File: src/rtl/mie_pkg.sv
`default_nettype none
package mie_pkg;

  localparam int unsigned MEM_BYTES_DEFAULT = 1024;

  localparam logic [5:0] OP_BEQ   = 6'h04;
  localparam logic [5:0] OP_BNE   = 6'h05;
  localparam logic [5:0] OP_ADDI  = 6'h08;
  localparam logic [5:0] OP_ADDIU = 6'h09;
  localparam logic [5:0] OP_SLTI  = 6'h0A;
  localparam logic [5:0] OP_ANDI  = 6'h0C;
  localparam logic [5:0] OP_ORI   = 6'h0D;
  localparam logic [5:0] OP_NORI  = 6'h0E;
  localparam logic [5:0] OP_LUI   = 6'h0F;
  localparam logic [5:0] OP_LB    = 6'h20;
  localparam logic [5:0] OP_LH    = 6'h21;
  localparam logic [5:0] OP_LW    = 6'h23;
  localparam logic [5:0] OP_LBU   = 6'h24;
  localparam logic [5:0] OP_LHU   = 6'h25;
  localparam logic [5:0] OP_SB    = 6'h28;
  localparam logic [5:0] OP_SH    = 6'h29;
  localparam logic [5:0] OP_SW    = 6'h2B;

  typedef enum logic [4:0] {
    K_ADDI, K_ADDIU, K_ANDI, K_ORI, K_NORI, K_SLTI, K_LUI, K_BEQ, K_BNE,
    K_LB, K_LH, K_LW, K_LBU, K_LHU, K_SB, K_SH, K_SW, K_BAD
  } kind_e;

  typedef struct packed {
    logic [5:0]         opcode;
    logic [4:0]         src_reg;
    logic [4:0]         tgt_reg;
    logic signed [15:0] immediate;
  } in_item_t;

  typedef struct packed {
    logic [31:0] next_pc;
    logic        branch_taken;
    logic        reg_written;
    logic [4:0]  dest_index;
    logic [31:0] dest_value;
    logic        mem_written;
    logic [9:0]  mem_byte_addr;
    logic        bad_opcode;
  } out_item_t;

  // decoded instruction held in the queue
  typedef struct packed {
    kind_e       kind;
    logic [4:0]  rs;
    logic [4:0]  rt;
    logic [15:0] imm;
  } dec_t;

  typedef struct packed {
    logic pop;
    logic init;
  } back_ctrl_t;

  function automatic kind_e decode(input logic [5:0] op);
    kind_e k;
    case (op)
      OP_BEQ:   k = K_BEQ;
      OP_BNE:   k = K_BNE;
      OP_ADDI:  k = K_ADDI;
      OP_ADDIU: k = K_ADDIU;
      OP_SLTI:  k = K_SLTI;
      OP_ANDI:  k = K_ANDI;
      OP_ORI:   k = K_ORI;
      OP_NORI:  k = K_NORI;
      OP_LUI:   k = K_LUI;
      OP_LB:    k = K_LB;
      OP_LH:    k = K_LH;
      OP_LW:    k = K_LW;
      OP_LBU:   k = K_LBU;
      OP_LHU:   k = K_LHU;
      OP_SB:    k = K_SB;
      OP_SH:    k = K_SH;
      OP_SW:    k = K_SW;
      default:  k = K_BAD;
    endcase
    return k;
  endfunction

endpackage
`default_nettype wire

File: src/rtl/mie_if.sv
`default_nettype none
interface mie_in_if;
  logic               valid;
  logic               ready;
  mie_pkg::in_item_t  data;
  modport source (output valid, output data, input ready);
  modport sink (input valid, input data, output ready);
endinterface

`default_nettype wire

File: src/rtl/mie_front.sv
`default_nettype none
module mie_front (
  input  wire                  clk_i,
  input  wire                  rst_ni,
  mie_in_if.sink               in_i,
  input  mie_pkg::back_ctrl_t  ctrl_i,
  output logic                 head_valid_o,
  output mie_pkg::dec_t        head_o
);

  mie_pkg::dec_t fifo_q [2];
  logic       wr_ptr_q, rd_ptr_q;
  logic [1:0] cnt_q;
  logic       push, pop;

  assign in_i.ready   = !ctrl_i.init && (cnt_q != 2'd2);
  assign push         = in_i.valid && in_i.ready;
  assign pop          = ctrl_i.pop && (cnt_q != 2'd0);
  assign head_valid_o = (cnt_q != 2'd0);
  assign head_o       = fifo_q[rd_ptr_q];

  always_ff @(posedge clk_i) begin
    if (push) begin
      fifo_q[wr_ptr_q].kind <= mie_pkg::decode(in_i.data.opcode);
      fifo_q[wr_ptr_q].rs   <= in_i.data.src_reg;
      fifo_q[wr_ptr_q].rt   <= in_i.data.tgt_reg;
      fifo_q[wr_ptr_q].imm  <= in_i.data.immediate;
    end
  end

  always_ff @(posedge clk_i or negedge rst_ni) begin
    if (!rst_ni) begin
      wr_ptr_q <= 1'b0;
      rd_ptr_q <= 1'b0;
      cnt_q    <= 2'd0;
    end else begin
      if (push) wr_ptr_q <= !wr_ptr_q;
      if (pop)  rd_ptr_q <= !rd_ptr_q;
      if (push && !pop)      cnt_q <= cnt_q + 2'd1;
      else if (pop && !push) cnt_q <= cnt_q - 2'd1;
    end
  end

endmodule
`default_nettype wire

File: src/flat_wrapper.sv
// flat-port wrapper written by rule: the top's interface ports become plain ports
module mie_front_flat 
  (clk_i, rst_ni, ctrl_i, head_valid_o, head_o, in_i_valid, in_i_data, in_i_ready);
  mie_in_if in_i_i ();
  input  wire clk_i;
  input  wire rst_ni;
  input  mie_pkg::back_ctrl_t ctrl_i;
  output logic head_valid_o;
  output mie_pkg::dec_t head_o;
  input wire logic [$bits(in_i_i.valid)-1:0] in_i_valid;
  input wire logic [$bits(in_i_i.data)-1:0] in_i_data;
  output wire logic [$bits(in_i_i.ready)-1:0] in_i_ready;
  assign in_i_i.valid = in_i_valid;
  assign in_i_i.data = in_i_data;
  assign in_i_ready = in_i_i.ready;
  mie_front u_core (.clk_i(clk_i), .rst_ni(rst_ni), .in_i(in_i_i), .ctrl_i(ctrl_i), .head_valid_o(head_valid_o), .head_o(head_o));
endmodule
File: config.mk
export PLATFORM = sky130hd
export DESIGN_NAME = mie_front_flat
export DESIGN_NICKNAME = d
export VERILOG_FILES = /design/src/rtl/mie_pkg.sv /design/src/rtl/mie_if.sv /design/src/rtl/mie_front.sv /design/src/flat_wrapper.sv
export SDC_FILE = /design/constraint.sdc
export NUM_CORES = 1
export LEC_CHECK = 0
export BUFFER_PORTS_ARGS = -buffer_cell sky130_fd_sc_hd__buf_2
export CAP_MARGIN = 10
export CELL_PAD_IN_SITES_DETAIL_PLACEMENT = 0
export CELL_PAD_IN_SITES_GLOBAL_PLACEMENT = 1
export CORE_MARGIN = 2
export CORE_UTILIZATION = 40
export CTS_CLUSTER_SIZE = 16
export DETAILED_ROUTE_END_ITERATION = 8
export PLACE_DENSITY_LB_ADDON = 0.15
export SLEW_MARGIN = 20
export SYNTH_ARGS = -nofsm -noshare
export SYNTH_HDL_FRONTEND = slang
export SYNTH_SLANG_ARGS = --single-unit
File: constraint.sdc
create_clock -name clk_i -period 6.65 [get_ports clk_i]
set_input_delay 0.665 -clock clk_i [delete_from_list [all_inputs] [get_ports clk_i]]
set_output_delay 0.665 -clock clk_i [all_outputs]
set_load 0.01 [all_outputs]
Word level (Yosys, flattened, before mapping)
Memory sizes are Yosys's and may differ from the RTL's. Index checks and enable logic that the tools add are counted.

Flip-flop bits (word level): 4. Memory bits (writable): 62. ROM bits: 320. Input port bits: 37. Output and inout port bits: 33. Logic and storage cells: 25. Memories kept: 2.

Memory list: (no name shown) (words 64, width 5, read ports 1, clocked after memory_dff 0, wr ports 0, RTL line mie_pkg.sv:62) `case (op)`; u_core.fifo_q (words 2, width 31, read ports 1, clocked after memory_dff 0, wr ports 1, RTL line mie_front.sv:11) `mie_pkg::dec_t fifo_q [2];`.

Add/sub/neg operators: 2. Eq/ne operators: 1. Muxes and demuxes: 5. Reductions and logical operators: 12.

Operators by type and width (count): $logic_and A1 B1 Y1 (5); $logic_not A1 Y1 (5); $mux W5 (1); $mux W2 (2); $reduce_bool A2 Y1 (2); $add A2 B1 Y2 const B (1); $mux W1 (2); $ne A2 B2 Y1 const B (1); $sub A2 B1 Y2 const B (1).

Depth between registers and ports, before layout
Gate-level depths: netlist (run 1).

Depth after elaboration: 7. Gate-level depth with buffers: 7. Mapped depth without buffers: 7.

Least setup slack after synthesis (run 1)
No wires, ideal clock.

Kind: input-to-reg. From: input ctrl_i[0] (netlist bit). To: memory u_core.fifo_q[0][0] (netlist bit), enable pin. Setup time: 0.419 ns. Arrival time: 2.195 ns. Data required time: 6.231 ns. Slack: 4.036 ns. Cell stages on the path: 3. Path buffers: 0. Cell sequence: inv_1 o211ai_1 nor2_1.

Longest elaborated chain between the ends: 5.

Ends and longest elaborated chain: start, declared (RTL line flat_wrapper.sv:7) `input mie_pkg::back_ctrl_t ctrl_i;`; $logic_not A1 Y1 (RTL line mie_front.sv:16) `assign in_i.ready = !ctrl_i.init && (cnt_q != 2'd2);`; $logic_and A1 B1 Y1 (RTL line mie_front.sv:16); $logic_and A1 B1 Y1 (RTL line mie_front.sv:17) `assign push = in_i.valid && in_i.ready;`; $mux W1 (RTL line mie_front.sv:23) `if (push) begin`; $mux W1 (implied by the code) (RTL line mie_front.sv:27) `fifo_q[wr_ptr_q].imm <= in_i.data.immediate;`; end, declared (RTL line mie_front.sv:11).

No other way between the ends.

==> flow_summary.yaml, run 1 <==
synth:
  synth_fp_nets: 196
  synth_largest_area_cell: "edfxtp_1"
  synth.avg_cell_area_um2: 17.7
  synth-seq-cells: 66
  async_flop_share_pct: 6.06
  synth_area_um2: 2720
  synth_ff_type: "edfxtp_1"
  synth_warnings: 0
  ys_types: 35
  ys_seq_area_share_pct: 72.1
  netlist_top_cells_area: "edfxtp_1 (68%), mux2_2 (10%), dfrtp_1 (3.7%), mux2_1 (2.5%), ha_1 (2.3%)"
  synth_top_area_share_pct: 68.4
  synth-edff-count: 62
  netlist_instances: 154
timing:
  fin_tns_setup_ns: 0
  max_freq_mhz: 379
  drv_slew: 0
  finalSetupViolCount: 0
  period_share_pct: 39.6
  skew_ns: 0.00848
  rsz0062_at_grt: "no"
  hold_viol: 0
  fin_crit_ns: 2.64
  slew_headroom_pct: 38.2
  tightestPinTransition_ns: 0.924
clock_network:
  postCtsSetupRepairBufs: 0
  clock-sinks: 66
  post_cts_resized: 0
  htreeDepth: 3
  numCtsBuffers: 9
  worstSkewPairLatency_ns: 0.33
  path_clk_slew_ns: 0.07
  holdBufCountCts: 0
  cts_tree: "built"
  clockRootBuffer: "clkbuf_8"
  clk_path_buf_depth: 2
die:
  rows: 30
  die_h_um: 86.5
  fp.dieW_um: 86.5
  fp.dieArea_um2: 7480
  start_util_pct: 40.7
  core_um2: 6680
  ioPinCount: 70
worst_setup_path:
  rrSetupSlack_ns: 4.82
  timing.rr.start: "u_core.cnt_q[0]"
  criticalPathCategory: "reg2out"
  reg2reg_depth: 2
  critPathArrivalTime_ns: 1.97
  critPathMaxFanout: 18
  start_kind: "flip-flop"
  required_ns: 5.98
  r2r_end: "u_core.fifo_q[0][26]"
  critPathCaptureType: "output pin"
detailed_routing:
  vias: 1544
  wl_um: 4840
  wire_per_inst_um: 15.4
  wl_met3_um: 272
  drc: 0
  wl_met1_um: 2050
  ant_nets: 0
  top_layer_used: "met4"
  dr_wl_met2_um: 2440
  firstDrtPassIters: 4
  drt-initial-drc-count: 81
  avgViaCountPerCell: 4.90
final_layout:
  diodes: 0
  multi_input_area_um2: 706
  fillers: 592
  area_growth_pct: 23.4
  fin_util_pct: 50.2
  ff_latch_area_um2: 1960
  drive_gt1_share_pct: 48.1
  fin_cells: 315
  layout.nets: 272
  final_common_cell: "buf_2"
  final_cell_mix: "buf_2 (69), edfxtp_1 (62), mux2_2 (25)"
global_route:
  grt_pass1_vias: 1585
  grt.total_usage_pct: 13.3
  antenna_found_initial: 0
  grt_pass1_wl_um: 7320
  grt_max_degree: 32
  gr-total-overflow: 0
placement:
  routabilityCongestion: 0.809
  port_buffers: 69
  dp_hpwl_um: 3290
  dp.cells: 299
power_and_ir_drop:
  p_per_area_nw_per_um2: 367
  p_leak_nw: 1.30
  vdd_drop_max_mv: 0.143
worst_hold_path:
  hp-class: "in2async"
flow_run:
  cap_violations: 0
status:
  status: "completed"
-- registers in the layout, summed over array words and instances, names as in the netlist --
name,cells
u_core.fifo_q,62
u_core.cnt_q,2
u_core.rd_ptr_q,1
u_core.wr_ptr_q,1
-- worst max path at each step --
stage | startpoint | end | depth (start not counted)
after floorplan | ctrl_i[0] | u_core.fifo_q[0][0] | 3
after global placement | u_core.rd_ptr_q | head_o[2] | 3
after detailed placement | u_core.rd_ptr_q | head_o[2] | 3
after CTS | u_core.rd_ptr_q | head_o[2] | 3
after global routing | u_core.rd_ptr_q | head_o[2] | 3
final | u_core.rd_ptr_q | head_o[2] | 3
-- worst max-delay path: stages (launching register included) --
cell and delay, ns:
dfrtp_1 0.73, buf_4 0.38, mux2_2 0.39, buf_2 0.14
-- synth_stat cells (2+ instances only) --
master,number
xnor2_1,4
ha_1,5
dfrtp_1,4
o21ai_0,2
or2b_1,2
a21oi_1,4
edfxtp_1,62
inv_1,6
mux2_2,25
nand2b_1,3
nand2_1,4
mux2_1,6
nor2_1,2
buf_2,4
-- per-stage QoR --
step           hold WS [ns]  instance area, um2  worst slack (ns)  power [mW]
3_5_place_dp          0.477                3150              4.31       0.900
5_1_grt               0.115                3360              3.89        1.29
3_3_place_gp          0.475                3150              4.35       0.890
6_report              0.125                3360              4.01        1.23
2_1_floorplan         0.369                2720              4.04       0.775
4_1_cts               0.104                3360              3.93        1.25
-- layout make-up --
cell class / count / share of cell area (%)
well taps: 80 / 2.98
inverters: 7 / 0.783
repair buffers: 71 / 10.7
clock inverters: 3 / 1.90
multi-input cells: 75 / 21.0
clock buffers: 13 / 4.14
flip-flops and latches: 66 / 58.4
-- kinds of logic after synthesis --
kind of cell / Yosys count / synth area share [%]
buffers and inverters: 13 / 2.25
adders and majority gates: 5 / 2.30
xor gates and xnor gates: 5 / 1.61
muxes: 32 / 13.2
DFF: 66 / 72.1
and+or+nand+nor: 16 / 3.54
AOI/OAI and AO/OA: 17 / 5.01
-- power breakdown --
group / total [mW] / switching (mW) / internal (mW)
clock network: 0.348 / 0.137 / 0.211
registers: 0.560 / 0.0377 / 0.522
logic: 0.324 / 0.163 / 0.160
total: 1.23 / 0.338 / 0.893
-- per-layer routing --
| layer | vias to the layer above | GRT usage (%) |
|---|---|---|
| met5 | - | 0 |
| met4 | 0 | 7.95 |
| met3 | 9 | 4.38 |
| met2 | 46 | 22.2 |
| met1 | 751 | 14.9 |
| li1 | 738 | - |
Power figures use the tool's default switching activity.
==> run 2: changes to the inputs <==
==> constraint.sdc (replaced) <==
create_clock -name clk_i -period 2.6 [get_ports clk_i]
set_input_delay 0.26 -clock clk_i [delete_from_list [all_inputs] [get_ports clk_i]]
set_output_delay 0.26 -clock clk_i [all_outputs]
set_load 0.01 [all_outputs]
==> run 2 against run 1 <==
Worst hold slack worse by 0.016 ns. Final area grew 0.82%. Worst setup slack worse by 3.2 ns. Clock skew down 0.0021 ns. Clock power grew 130%. Via count up 2.7%. Global-route usage rose by 0.82 points. Utilization increased by 0.41 points. Flip-flop and latch count unchanged.
==> flow_summary.yaml, run 2 (synthesized netlist as in run 1, its figures left out) <==
status:
  status: "completed"
final_layout:
  final_common_cell: "buf_2"
  final_cell_mix: "buf_2 (69), edfxtp_1 (62), mux2_2 (25)"
  multi_input_area_um2: 706
  post-route-cell-area_um2: 3380
  area_growth_pct: 24.4
  drive_gt1_share_pct: 50.2
  largest_reg_flops: 62
  layout.nets: 276
  reg.largest.list: "u_core.fifo_q x62, u_core.cnt_q x2"
  largest-register: "u_core.fifo_q"
  fillers: 618
  ff_latch_area_um2: 1960
  diodes: 0
clock_network:
  clk_path_buf_depth: 2
  htreeDepth: 3
  numCtsBuffers: 9
  clockRootBuffer: "clkbuf_8"
  clock-sinks: 66
  worstSkewPairLatency_ns: 0.33
  path_clk_slew_ns: 0.07
  cts_tree: "built"
detailed_routing:
  drc: 0
  vias: 1585
  ant_nets: 0
  wl_um: 4990
  wire_per_inst_um: 15.6
  drt-initial-drc-count: 78
  firstDrtPassIters: 4
  avgViaCountPerCell: 4.97
worst_setup_path:
  critPathCaptureType: "output pin"
  start_kind: "flip-flop"
  path_delay_family: "buffers and inverters"
  cp_slowest_cell: "mux2_2"
  critPathArrivalTime_ns: 1.49
  critPathMaxFanout: 18
  cp_cell_sequence: "buf_4 -> mux2_2 -> buf_2"
  crit_path_max_incr_delay_ns: 0.38
  cp_num_buf_inv: 2
  criticalPathCategory: "reg2out"
  required_ns: 2.34
timing:
  finalSetupViolCount: 0
  max_freq_mhz: 573
  period_share_pct: 67.1
  fin_tns_setup_ns: 0
  hold_viol: 0
  tightestPinTransition_ns: 0.483
  skew_ns: 0.00641
  rsz0062_at_grt: "no"
  slew_headroom_pct: 67.7
  drv_slew: 0
  fin_crit_ns: 1.75
placement:
  place_area_um2: 3190
  dp_hpwl_um: 3470
  port_buffers: 69
  routabilityCongestion: 0.833
global_route:
  grt_pass1_vias: 1608
  gr-total-overflow: 0
  grt_pass1_wl_um: 7740
  antenna_found_initial: 0
  grt.total_usage_pct: 14.1
  grt_max_degree: 19
die:
  ioPinCount: 70
  die_h_um: 86.5
  fp.dieArea_um2: 7480
  fp.dieW_um: 86.5
  rows: 30
  core_um2: 6680
  start_util_pct: 40.7
worst_hold_path:
  hp-class: "in2reg"
power_and_ir_drop:
  vdd_drop_max_mv: 0.421
  p_leak_nw: 1.32
  p_per_area_nw_per_um2: 915
flow_run:
  cap_violations: 0
## run 2: metal layers
layer  vias to the layer above  share of wire, %  wire length [um]  GRT usage [%]
li1                        751                 -                 -              -
met1                       778                40              1990           15.6
met2                        49                52              2590           24.0
met3                         7               6.4               318           5.43
met4                         0               1.6                80           6.82
met5                         -                 0                 0              0
## run 2: path summary, 6_finish.rpt
path	startpoint	to	slack, ns	cells after the start
max	u_core.rd_ptr_q	head_o[27]	0.85	3
min	in_i_data[5]	u_core.fifo_q[0][5]	0.11	1
max reg2reg	u_core.cnt_q[0]	u_core.fifo_q[0][12]	0.93	3
min reg2reg	u_core.wr_ptr_q	u_core.wr_ptr_q	0.55	1
max in group asynchronous	rst_ni	u_core.rd_ptr_q	2.22	2
min in group asynchronous	rst_ni	u_core.cnt_q[0]	0.26	2
## run 2: power by group
part | leakage (nW) | internal [mW] | switching [mW]
sequential | 0.613 | 1.33 | 0.0545
combinational | 0.608 | 0.436 | 0.469
clock | 0.0958 | 0.436 | 0.369
total | 1.32 | 2.21 | 0.893
## run 2: through the flow
step / std cells / hold slack, ns / setup WS, ns / total power, mW / util, %
2_1_floorplan: 154 / -0.0356 / 0.263 / 1.98 / -
3_3_place_gp: 302 / 0.0681 / 1.02 / 2.30 / 47.7
3_5_place_dp: 302 / 0.0735 / 0.920 / 2.33 / 47.7
4_1_cts: 319 / 0.0881 / 0.819 / 3.14 / 50.7
5_1_grt: 319 / 0.0809 / 0.779 / 3.27 / 50.7
6_report: 319 / 0.109 / 0.855 / 3.10 / 50.7
## run 2: layout make-up
type,count,area share (%)
Sequential cell,66,58.0
Inverter,7,0.776
Clock inverter,6,1.70
Multi-Input combinational cell,75,20.9
Timing Repair Buffer,75,12.0
Clock buffer,10,3.77
Tap cell,80,2.96
## run 2: repair_timing
action / 4_1_cts / 5_1_grt
hold buffers: 1 / 0
endpoints found under the hold margin: 4 / 0
buffers inserted: 0 / 0
gates resized for setup: 0 / 0
